--- config.mk ---
export PLATFORM = sky130hd
export DESIGN_NAME = emulated_console_uart
export DESIGN_NICKNAME = d
export VERILOG_FILES = /design/src/rtl/ecu_pkg.sv /design/src/rtl/ecu_fifo.sv /design/src/rtl/emulated_console_uart.sv
export SDC_FILE = /design/constraint.sdc
export NUM_CORES = 1
export LEC_CHECK = 0
export BUFFER_PORTS_ARGS = -buffer_cell sky130_fd_sc_hd__buf_4
export CELL_PAD_IN_SITES_DETAIL_PLACEMENT = 1
export CELL_PAD_IN_SITES_GLOBAL_PLACEMENT = 1
export CORE_ASPECT_RATIO = 1.5
export CORE_MARGIN = 4
export CORE_UTILIZATION = 40
export CTS_CLUSTER_SIZE = 16
export DETAILED_ROUTE_END_ITERATION = 10
export GPL_ROUTABILITY_DRIVEN = 0
export PLACE_DENSITY = 0.61
export REMOVE_ABC_BUFFERS = 1
export SYNTH_ARGS = -nofsm -noshare
export SYNTH_HDL_FRONTEND = slang
export SYNTH_SLANG_ARGS = --single-unit
--- constraint.sdc ---
create_clock -name clock -period 3 [get_ports clock]
set_input_delay 0.6 -clock clock [delete_from_list [all_inputs] [get_ports clock]]
set_output_delay 0.6 -clock clock [all_outputs]
set_load 0.01 [all_outputs]
--- src/rtl/ecu_pkg.sv ---
// Package for the emulated console UART: request and response structs,
// function codes, status byte masks and FIFO control types.
// Depends on nothing; every other file imports it.
package ecu_pkg;

   localparam logic [2:0] FUNC_TICK       = 3'd0;
   localparam logic [2:0] FUNC_HOST_SEND  = 3'd1;
   localparam logic [2:0] FUNC_HOST_RECV  = 3'd2;
   localparam logic [2:0] FUNC_GUEST_SEND = 3'd3;
   localparam logic [2:0] FUNC_GUEST_RECV = 3'd4;
   localparam logic [2:0] FUNC_GUEST_CTRL = 3'd5;

   localparam logic [7:0] ST_TX_IRQ   = 8'h80;
   localparam logic [7:0] ST_TX_AVAIL = 8'h40;
   localparam logic [7:0] ST_TX_ERR   = 8'h20;
   localparam logic [7:0] ST_RX_IRQ   = 8'h08;
   localparam logic [7:0] ST_RX_AVAIL = 8'h04;
   localparam logic [7:0] ST_RX_ERR   = 8'h02;
   localparam logic [7:0] ST_TX_ALL   = ST_TX_IRQ | ST_TX_AVAIL | ST_TX_ERR;
   localparam logic [7:0] ST_RX_ALL   = ST_RX_IRQ | ST_RX_AVAIL | ST_RX_ERR;
   localparam logic [7:0] ST_IRQ_ALL  = ST_TX_IRQ | ST_RX_IRQ;

   localparam int FILL_W = 5;

   typedef struct packed {
      logic [2:0] func;
      logic [7:0] data_in;
   } req_type;

   typedef struct packed {
      logic [7:0]        data_out;
      logic              data_valid;
      logic              tx_irq_enable_bit;
      logic              tx_avail_bit;
      logic              tx_error_bit;
      logic              rx_irq_enable_bit;
      logic              rx_avail_bit;
      logic              rx_error_bit;
      logic              irq_out;
      logic [FILL_W-1:0] tx_fill;
      logic [FILL_W-1:0] rx_fill;
      logic              host_can_send;
   } rsp_type;

   typedef struct packed {
      logic push;
      logic pop;
      logic flush;
   } fifo_ctl_type;

   typedef enum logic [1:0] {
      SRC_REG,
      SRC_TX,
      SRC_RX
   } data_src_type;

endpackage

--- src/rtl/ecu_fifo.sv ---
// Byte FIFO with one write port and a registered read of the head entry.
// Uses ecu_pkg for the push, pop and flush control struct.
module ecu_fifo #(
   parameter int DEPTH = 16,
   parameter int CW    = $clog2(DEPTH + 1)
) (
   input  logic                 clock,
   input  logic                 reset,
   input  ecu_pkg::fifo_ctl_type ctl,
   input  logic [7:0]           wr_data,
   output logic [CW-1:0]        count,
   output logic [CW-1:0]        count_next,
   output logic [7:0]           rd_data
);
   import ecu_pkg::*;

   localparam int PW = $clog2(DEPTH);

   logic [7:0]    mem [DEPTH];
   logic [PW-1:0] head_ff, head_in;
   logic [PW-1:0] tail_ff, tail_in;
   logic [CW-1:0] count_ff, count_in;
   logic [7:0]    rd_data_ff;

   function automatic logic [PW-1:0] wrap_inc(input logic [PW-1:0] p);
      return (p == PW'(DEPTH - 1)) ? '0 : p + 1'b1;
   endfunction

   always_comb begin
      head_in  = head_ff;
      tail_in  = tail_ff;
      count_in = count_ff;
      if (ctl.flush) begin
         head_in  = '0;
         tail_in  = '0;
         count_in = '0;
      end else if (ctl.push) begin
         tail_in  = wrap_inc(tail_ff);
         count_in = count_ff + 1'b1;
      end else if (ctl.pop) begin
         head_in  = wrap_inc(head_ff);
         count_in = count_ff - 1'b1;
      end
   end

   always_ff @(posedge clock) begin
      if (reset) begin
         head_ff  <= '0;
         tail_ff  <= '0;
         count_ff <= '0;
      end else begin
         head_ff  <= head_in;
         tail_ff  <= tail_in;
         count_ff <= count_in;
      end
   end

   always_ff @(posedge clock) begin
      if (ctl.push && !ctl.flush) begin
         mem[tail_ff] <= wr_data;
      end
      rd_data_ff <= mem[head_ff];
   end

   assign count      = count_ff;
   assign count_next = count_in;
   assign rd_data    = rd_data_ff;

endmodule

--- src/rtl/emulated_console_uart.sv ---
// A response strobe is registered and follows each accepted request in the next cycle.
// Throughput: one request per cycle; busy is high only while reset is held.
// Both FIFOs update and read their head entry at the accepting edge.
// Reset: synchronous; FIFOs empty, status clear, both FIFO resets pending.
// The receiver cannot stall, so responses are never held back.
module emulated_console_uart #(
   parameter int FIFO_DEPTH = 16
) (
   input  logic             clock,
   input  logic             reset,
   input  logic             start,
   output logic             busy,
   input  ecu_pkg::req_type req_item,
   output logic             rsp_valid,
   output ecu_pkg::rsp_type rsp_item
);
   import ecu_pkg::*;

   localparam int CW = $clog2(FIFO_DEPTH + 1);

   logic          accept;
   fifo_ctl_type  tx_ctl, rx_ctl;
   logic [CW-1:0] tx_count, rx_count, tx_count_next, rx_count_next;
   logic [7:0]    tx_rd_data, rx_rd_data;
   logic          tx_full, rx_full;

   logic [7:0]   status_ff, status_in;
   logic         pend_tx_ff, pend_tx_in;
   logic         pend_rx_ff, pend_rx_in;
   logic         irq_tx_ff, irq_tx_in;
   logic         irq_rx_ff, irq_rx_in;
   logic         rsp_valid_ff;
   rsp_type      rsp_ff, rsp_in;
   data_src_type src_ff, src_in;

   logic [7:0]  ctrl_byte;
   logic        ctrl_tx, ctrl_rx;
   logic [31:0] tx_fill_wide, rx_fill_wide;

   assign busy    = reset;
   assign accept  = start && !busy;
   assign tx_full = (tx_count == CW'(FIFO_DEPTH));
   assign rx_full = (rx_count == CW'(FIFO_DEPTH));

   ecu_fifo #(.DEPTH(FIFO_DEPTH), .CW(CW)) u_tx_fifo (
      .clock      (clock),
      .reset      (reset),
      .ctl        (tx_ctl),
      .wr_data    (req_item.data_in),
      .count      (tx_count),
      .count_next (tx_count_next),
      .rd_data    (tx_rd_data)
   );

   ecu_fifo #(.DEPTH(FIFO_DEPTH), .CW(CW)) u_rx_fifo (
      .clock      (clock),
      .reset      (reset),
      .ctl        (rx_ctl),
      .wr_data    (req_item.data_in),
      .count      (rx_count),
      .count_next (rx_count_next),
      .rd_data    (rx_rd_data)
   );

   always_comb begin
      ctrl_tx   = req_item.data_in[5];
      ctrl_rx   = req_item.data_in[1];
      ctrl_byte = req_item.data_in & ST_IRQ_ALL;
      if (ctrl_tx) begin
         ctrl_byte = ctrl_byte & ~ST_TX_IRQ;
      end
      if (ctrl_rx) begin
         ctrl_byte = ctrl_byte & ~ST_RX_IRQ;
      end
   end

   always_comb begin
      status_in  = status_ff;
      pend_tx_in = pend_tx_ff;
      pend_rx_in = pend_rx_ff;
      irq_tx_in  = irq_tx_ff;
      irq_rx_in  = irq_rx_ff;
      tx_ctl     = '0;
      rx_ctl     = '0;
      src_in     = SRC_REG;
      rsp_in     = '0;
      if (accept) begin
         case (req_item.func)
            FUNC_TICK: begin
               if (pend_tx_ff) begin
                  tx_ctl.flush = 1'b1;
                  status_in    = status_in & ~ST_TX_ALL;
               end
               if (pend_rx_ff) begin
                  rx_ctl.flush = 1'b1;
                  status_in    = status_in & ~ST_RX_ALL;
               end
               if ((status_in & ST_TX_ERR) == 8'h00) begin
                  status_in = status_in & ~ST_TX_AVAIL;
                  if (pend_tx_ff || !tx_full) begin
                     status_in = status_in | ST_TX_AVAIL;
                  end
               end
               if ((status_in & ST_RX_ERR) == 8'h00) begin
                  status_in = status_in & ~ST_RX_AVAIL;
                  if (!pend_rx_ff && rx_count != '0) begin
                     status_in = status_in | ST_RX_AVAIL;
                  end
               end
               irq_tx_in = ((status_in & (ST_TX_AVAIL | ST_TX_IRQ)) ==
                            (ST_TX_AVAIL | ST_TX_IRQ));
               irq_rx_in = ((status_in & (ST_RX_AVAIL | ST_RX_IRQ)) ==
                            (ST_RX_AVAIL | ST_RX_IRQ));
            end
            FUNC_HOST_SEND: begin
               rx_ctl.push = !rx_full;
            end
            FUNC_HOST_RECV: begin
               if (tx_count != '0) begin
                  tx_ctl.pop        = 1'b1;
                  rsp_in.data_valid = 1'b1;
                  src_in            = SRC_TX;
               end
            end
            FUNC_GUEST_SEND: begin
               if ((status_ff & ST_TX_AVAIL) == 8'h00 || (status_ff & ST_TX_ERR) != 8'h00
                   || tx_full) begin
                  status_in = status_ff | ST_TX_ERR;
               end else begin
                  tx_ctl.push = 1'b1;
                  status_in   = status_ff & ~(ST_TX_IRQ | ST_TX_AVAIL);
               end
            end
            FUNC_GUEST_RECV: begin
               if ((status_ff & ST_RX_AVAIL) == 8'h00 || (status_ff & ST_RX_ERR) != 8'h00) begin
                  status_in = status_ff | ST_RX_ERR;
               end else if (rx_count != '0) begin
                  rx_ctl.pop        = 1'b1;
                  rsp_in.data_valid = 1'b1;
                  src_in            = SRC_RX;
               end else begin
                  status_in = status_ff & ~ST_RX_AVAIL;
               end
            end
            FUNC_GUEST_CTRL: begin
               pend_tx_in      = ctrl_tx;
               pend_rx_in      = ctrl_rx;
               status_in       = ctrl_byte;
               rsp_in.data_out = ctrl_byte;
            end
            default: begin
            end
         endcase
      end
      tx_fill_wide = 32'(tx_count_next);
      rx_fill_wide = 32'(rx_count_next);
      rsp_in.tx_irq_enable_bit = (status_in & ST_TX_IRQ) != 8'h00;
      rsp_in.tx_avail_bit      = (status_in & ST_TX_AVAIL) != 8'h00;
      rsp_in.tx_error_bit      = (status_in & ST_TX_ERR) != 8'h00;
      rsp_in.rx_irq_enable_bit = (status_in & ST_RX_IRQ) != 8'h00;
      rsp_in.rx_avail_bit      = (status_in & ST_RX_AVAIL) != 8'h00;
      rsp_in.rx_error_bit      = (status_in & ST_RX_ERR) != 8'h00;
      rsp_in.irq_out           = irq_tx_in || irq_rx_in;
      rsp_in.tx_fill           = tx_fill_wide[FILL_W-1:0];
      rsp_in.rx_fill           = rx_fill_wide[FILL_W-1:0];
      rsp_in.host_can_send     = (rx_count_next != CW'(FIFO_DEPTH));
   end

   always_ff @(posedge clock) begin
      if (reset) begin
         status_ff    <= 8'h00;
         pend_tx_ff   <= 1'b1;
         pend_rx_ff   <= 1'b1;
         irq_tx_ff    <= 1'b0;
         irq_rx_ff    <= 1'b0;
         rsp_valid_ff <= 1'b0;
         src_ff       <= SRC_REG;
      end else begin
         status_ff    <= status_in;
         pend_tx_ff   <= pend_tx_in;
         pend_rx_ff   <= pend_rx_in;
         irq_tx_ff    <= irq_tx_in;
         irq_rx_ff    <= irq_rx_in;
         rsp_valid_ff <= accept;
         src_ff       <= src_in;
      end
   end

   always_ff @(posedge clock) begin
      rsp_ff <= rsp_in;
   end

   always_comb begin
      rsp_item = rsp_ff;
      case (src_ff)
         SRC_TX:  rsp_item.data_out = tx_rd_data;
         SRC_RX:  rsp_item.data_out = rx_rd_data;
         default: rsp_item.data_out = rsp_ff.data_out;
      endcase
   end

   assign rsp_valid = rsp_valid_ff;

`ifndef SYNTHESIS
   a_rsp_follows_request: assert property (@(posedge clock) disable iff (reset)
      rsp_valid_ff |-> $past(accept))
      else $error("Response strobe without an accepted request.");

   a_tx_pop_nonempty: assert property (@(posedge clock) disable iff (reset)
      tx_ctl.pop |-> (tx_count != '0 && !tx_ctl.push && !tx_ctl.flush))
      else $error("Transmit FIFO popped while empty or with another operation.");

   a_rx_pop_nonempty: assert property (@(posedge clock) disable iff (reset)
      rx_ctl.pop |-> (rx_count != '0 && !rx_ctl.push && !rx_ctl.flush))
      else $error("Receive FIFO popped while empty or with another operation.");

   a_fill_bounded: assert property (@(posedge clock) disable iff (reset)
      (tx_count <= CW'(FIFO_DEPTH)) && (rx_count <= CW'(FIFO_DEPTH)))
      else $error("FIFO occupancy exceeds its depth.");

   a_valid_from_pop: assert property (@(posedge clock) disable iff (reset)
      (rsp_valid_ff && rsp_ff.data_valid) |-> (src_ff == SRC_TX || src_ff == SRC_RX))
      else $error("Valid response data not sourced from a FIFO.");
`endif

endmodule
## Word-level counts from Yosys, hierarchy flattened

Memory sizes are Yosys's and may differ from the RTL's. A register that Yosys moved wholly into a read port is not among the register bits.
Index checks and enable logic that the tools add are counted.

- Add/subtract/negate cells: 8
- Eq/ne operators: 16
- Multiplexer cells: 57
- Bitwise operators: 5
- Reduce and logical (&&, ||, !) cells: 30

Operator list:

| cell | count |
|---|---|
| 8-bit two-way mux | 10 |
| 8-bit logical NOT | 4 |
| 8-bit one-hot mux with 4 select lines | 1 |
| 5-bit two-way mux | 6 |
| 4-bit two-way mux | 6 |
| 1-bit two-way mux | 21 |
| 3-bit two-way mux | 6 |
| 4-bit by 1-bit adder with 4-bit output, second input constant | 4 |
| 4-bit == test, second input constant | 4 |
| 8-bit one-hot mux with 2 select lines | 1 |
| 7-bit two-way mux | 2 |
| 5-bit by 1-bit adder with 5-bit output, second input constant | 2 |
| 5-bit == test, second input constant | 2 |
| 5-bit nonzero test | 2 |
| 5-bit by 1-bit subtractor with 5-bit output, second input constant | 2 |
| 2-bit == test, second input constant | 3 |
| 3-bit by 2-bit == test with 1-bit output, second input constant | 2 |
| 3-bit == test, second input constant | 2 |
| 1-bit logical NOT | 6 |
| 2-bit AND reduction | 3 |
| 2-bit OR reduction | 3 |
| 1-bit logical OR | 5 |
| 5-bit != test, second input constant | 1 |
| 1-bit inverter | 5 |
| other kinds (9) | 13 |

- Bits in registers: 68
- Bits in writable memories: 256
- Input bits: 14
- Output and inout port bits: 29
- Word-level logic and storage cells: 144
- Memories kept: 2

Memory list:

| name | words | bits a word | read ports | clocked after memory_dff | wr ports | RTL line | RTL |
|---|---|---|---|---|---|---|---|
| u_rx_fifo.mem | 16 | 8 | 1 | 1 | 1 | ecu_fifo.sv:19 | `logic [7:0] mem [DEPTH];` |
| u_tx_fifo.mem | 16 | 8 | 1 | 1 | 1 | ecu_fifo.sv:19 |  |

## Logic depth before layout (Yosys ltp)

- Depth in word-level cells: 16
- Depth in mapped cells: 8
- Depth with buffers taken out: 7

## Modules after synthesis

From an unflattened synthesis, not the netlist that was laid out.

- Cell total of the unflattened synthesis: 822
- Area total of the unflattened synthesis: 13,347.8 µm²

By module, submodules not included:

| module | instances | cells an instance | area each (µm²) | sequential area each (µm²) |
|---|---|---|---|---|
| ecu_fifo at u_rx_fifo | 1 | 319 | 5,871.9 | 4,264.1 |
| ecu_fifo at u_tx_fifo | 1 | 315 | 5,868.1 | 4,264.1 |
| emulated_console_uart | 1 | 188 | 1,607.8 | 680.7 |

## Worst setup path after synthesis

No wires, ideal clock.

- Kind: input to register
- Start: input port req_item[8] (netlist name)
- End: memory u_tx_fifo.mem[3][0] (enable)
- Library setup time: 0.383 ns
- Arrival: 2.408 ns
- Slack: 0.209 ns
- Cell stages on the path: 6
- Path buffers: 2
- Cell sequence: buf_2 nor4bb_1 nor4b_2 buf_4 nand2_1 nor3_1

- Cells in the longest elaborated chain, start to end: 7
- Elaborated cells on any way between the ends: 9

Ends and longest elaborated chain:

| what | RTL line | RTL |
|---|---|---|
| from (decl) | emulated_console_uart.sv:13 | `input ecu_pkg::req_type req_item,` |
| 3-bit logical NOT | emulated_console_uart.sv:88 | `case (req_item.func)` |
| 1-bit two-way mux | emulated_console_uart.sv:88 |  |
| 3-bit two-way mux (*) | emulated_console_uart.sv:87 | `if (accept) begin` |
| 1-bit logical NOT | ecu_fifo.sv:59 | `if (ctl.push && !ctl.flush) begin` |
| 1-bit logical AND (*) | ecu_fifo.sv:59 |  |
| 1-bit two-way mux (*) | ecu_fifo.sv:59 |  |
| 1-bit two-way mux (not written as such) (*) | ecu_fifo.sv:60 | `mem[tail_ff] <= wr_data;` |
| to (decl) | ecu_fifo.sv:19 |  |

Every way passes the cells marked *; elsewhere a longest branch is shown, timed or not.

==> summary.txt <==
Status
  • Status: complete, no violations

Cells and area
  • Layout cells sized above 1: between 20 and 30%
  • Design Area, Final: 15000 um^2
  • Antenna Cells: 0
  • Syn-to-layout area delta: 14.9%
  • Fin nets: 853
  • Non-filler instance count after layout: 1255

Die
  • # IOs: 43
  • Placement row count: 80
  • Die X: ~160 um
  • Die Y: around 230 um
  • Die Footprint: 35700 um^2
  • Core area: 32000 um^2
  • Initial core utilization: between 40% and 50%

CTS
  • Clock latency on the worst-skew pair: about 510 ps
  • Clock net sink count: 332
  • Clock transition at path regs: roughly 60 ps
  • PostCTS Resize Cnt: 0
  • Postcts setup bufs: 0
  • CTS H-Tree Depth: 2
  • Clock Path Buffers: 3
  • CTS buffer count: 34
  • CTS Hold Bufs: 0
  • Root Driver: clkbuf_16
  • CTS tree: yes

Logic synthesis
  • Synth Register Bits: 332
  • Post-Synthesis Cell Area: 13100 um^2
  • Post-Syn Area per Cell: 17.2 um^2
  • Post-synthesis cell count: 759
  • Sequential fraction of the synthesis area: approximately 70%
  • Synth unique cells: between 50 and 60
  • Warnings from Yosys: 0

Pwr
  • Leak pwr: 4.94 nW
  • Sw Pwr: between 1.5 and 2 mW
  • Overall Power: 9.16 mW
  • Cell area power density: about 610 nW/um^2
  • Sequential share of power: 54.1%
  • Peak supply drop: about 530 uV
  • P_int: ~7.3 mW
  • Clock power share: roughly 44%
  • Switching Fraction: between 10% and 20%
  • Comb pwr share: ~1.5%

STA
  • Hold Vio Cnt, Final: 0
  • Slew HR: about half
  • Worst slew pin tran: about 760 ps
  • Count of pins over their slew limit: 0
  • Clock skew: between 10 and 15 ps
  • Post-route minimum period: approximately 2500 ps
  • RSZ-0062 raised after global routing: false
  • Final setup fails: 0
  • WHS: between 300 and 400 ps
  • FMAX: 403 MHz
  • Fin crit share: 82.8%

Worst setup path
  • CP Data Required Time: about 3400 ps
  • Max Fanout on Critical Path: 8
  • WS Path Type: reg2reg
  • Crit path capture type: flip-flop
  • Worst EP arrival: between 2000 and 3000 ps
  • Crit start category: flip-flop

Global route
  • Initial antenna violation count: 1
  • Global Route Usage Sum: between 10% and 20%
  • Vias in the first global route: about 7500
  • GRT overflow: 0
  • Largest net degree at the start of global routing: 38
  • First-pass GRT wire length: around 46 mm

Route
  • WL final: 30.1 mm
  • DR WL/cell: 23.9 um
  • Via/cell ratio: about 5.4
  • Final routed DRC violation total: 0
  • Detailed Routing Iterations Pass 1: 4
  • Via Count: 6790
  • ANT nets after route: 0
  • Iteration-0 DRC count of the detailed router: about 380
  • Uppermost layer routed: met4
  • Met2 routed WL: about 17 mm
  • Met3 wire len: ~860 um
  • WL met1: roughly 11 mm

Placement
  • Buffers added on ports: 42
  • Detailed placement HPWL: slightly above 20 mm
  • Placed cell areas: around 14000 um^2
  • Placed Cells incl. Taps: 1196

Min path
  • HP Class: in2reg

Run
  • Max Cap Viol: 0
[logic make-up after synthesis]
| logic type | share of synthesized area (%) |
|---|---|
| buffers and inverters | 2.96 |
| adder cells (fa/ha/maj) | 1.63 |
| multiplexers | 14.6 |
| AND/OR/NAND/NOR | 6.65 |
| flip-flops | 70.4 |
| XOR/XNOR | 0.737 |
| AO/OA/AOI/OAI | 2.99 |
[final timing paths]
| check | slack, ps | startpoint | to | cells past startpoint |
|---|---|---|---|---|
| max | 520 | u_rx_fifo.count[0] | rsp_item[0] | 8 |
| min | 390 | reset | status_ff[6] | 2 |
| max reg2reg | 520 | u_rx_fifo.count[0] | rsp_item[0] | 8 |
| min reg2reg | 510 | status_ff[7] | rsp_item[17] | 1 |
[Yosys cell counts (all sizes together)]
library cell / number / area, um^2
edfxtp: 256 / 7690
mux4: 80 / 1800
dfxtp: 76 / 1520
nor2: 76 / 285
buf: 38 / 244
nand2: 31 / 116
clkbuf: 21 / 78.8
ha: 17 / 213
inv: 17 / 63.8
a21oi: 16 / 80.1
nor3: 15 / 86.3
o21ai: 13 / 65.1
a22oi: 10 / 75.1
mux2i: 10 / 100
nand2b: 9 / 56.3
xor2: 9 / 78.8
nor4: 6 / 52.6
a41oi: 5 / 43.8
a21o: 4 / 30.0
a31oi: 4 / 25.0
nor2b: 4 / 25.0
or2: 4 / 25.0
or3: 4 / 25.0
nand4: 3 / 18.8
nor4b: 3 / 38.8
or3b: 3 / 26.3
or4b: 3 / 33.8
nand3: 2 / 10.0
nor3b: 2 / 15.0
o21bai: 2 / 15.0
or4: 2 / 15.0
xnor2: 2 / 17.5
a211o: 1 / 8.76
a211oi: 1 / 7.51
and3: 1 / 6.26
and4bb: 1 / 12.5
mux2: 1 / 11.3
nor4bb: 1 / 10.0
o211a: 1 / 10.0
o22ai: 1 / 6.26
o311ai: 1 / 8.76
o31a: 1 / 8.76
o31ai: 1 / 7.51
or4bb: 1 / 11.3
[worst max-delay path, cell delays in order (launching register included)]
cell and delay, ps:
dfxtp_1 360, inv_1 130, ha_1 200, or4bb_1 530
and3_1 320, buf_4 220, or4_1 390, o21ai_1 90
nand4_1 110
[placed cells by master, fill, tap and decap left out, types with 5 or more instances in the layout]
master | netlist | routed
mux4_2 | 80 | 80
nor2_1 | 76 | 76
nor4_1 | 5 | 5
nor3_1 | 14 | 14
nand2b_1 | 9 | 9
buf_4 | 21 | 83
clkinv_1 | 0 | 5
xor2_1 | 9 | 9
nand2_1 | 31 | 31
inv_1 | 17 | 17
clkbuf_16 | 0 | 37
a22oi_1 | 10 | 10
dfxtp_1 | 76 | 74
clkinv_2 | 0 | 7
edfxtp_1 | 256 | 256
ha_1 | 17 | 17
mux2i_1 | 10 | 10
a41oi_1 | 5 | 5
o21ai_0 | 12 | 12
a21oi_1 | 16 | 16
[sequential cells by signal, indices dropped and copies added, names as in the netlist, 2 cells and up]
register,cells
u_rx_fifo.mem,128
u_tx_fifo.mem,128
rsp_item,19
u_rx_fifo.rd_data,8
u_tx_fifo.rd_data,8
status_ff,6
u_rx_fifo.count,5
u_tx_fifo.count,5
u_rx_fifo.head_ff,4
u_rx_fifo.tail_ff,4
u_tx_fifo.head_ff,4
u_tx_fifo.tail_ff,4
rsp_ff,2
src_ff,2
[layer usage]
| layer | vias to the layer above | GRT usage, % |
|---|---|---|
| met4 | 0 | 4.27 |
| met1 | 3582 | 19.6 |
| li1 | 3046 | - |
| met2 | 119 | 32.3 |
| met5 | - | 0 |
| met3 | 43 | 2.51 |
[through the flow]
stage                     setup slack [ps]  setup TNS, ps  util, %
after floorplan                      -43.8           -350        -
after global placement                 375              0     43.6
after detailed placement               331              0     43.6
after CTS                              549              0     46.9
after global routing                   386              0     46.9
final                                  517              0     46.9
[area by class of cell]
| class | instances | area, um^2 |
|---|---|---|
| Fill cell | 3109 | 17000 |
| Timing Repair Buffer | 86 | 683 |
| Tap cell | 410 | 513 |
| Inverter | 17 | 63.8 |
| Clock inverter | 17 | 123 |
| Clock buffer | 42 | 955 |
| Multi-Input combinational cell | 351 | 3480 |
| Sequential cell | 332 | 9210 |
[power by group through the flow]
stage                     Clock [mW]  Sequential [mW]  Combinational, mW
after floorplan                    0             5.06             0.0353
after detailed placement           0             5.05              0.146
final                           4.06             4.96              0.141
after CTS                       4.18             4.95              0.146
after global placement             0             5.05              0.138
after global routing            4.36             4.95              0.158
Power figures use the tool's default switching activity.
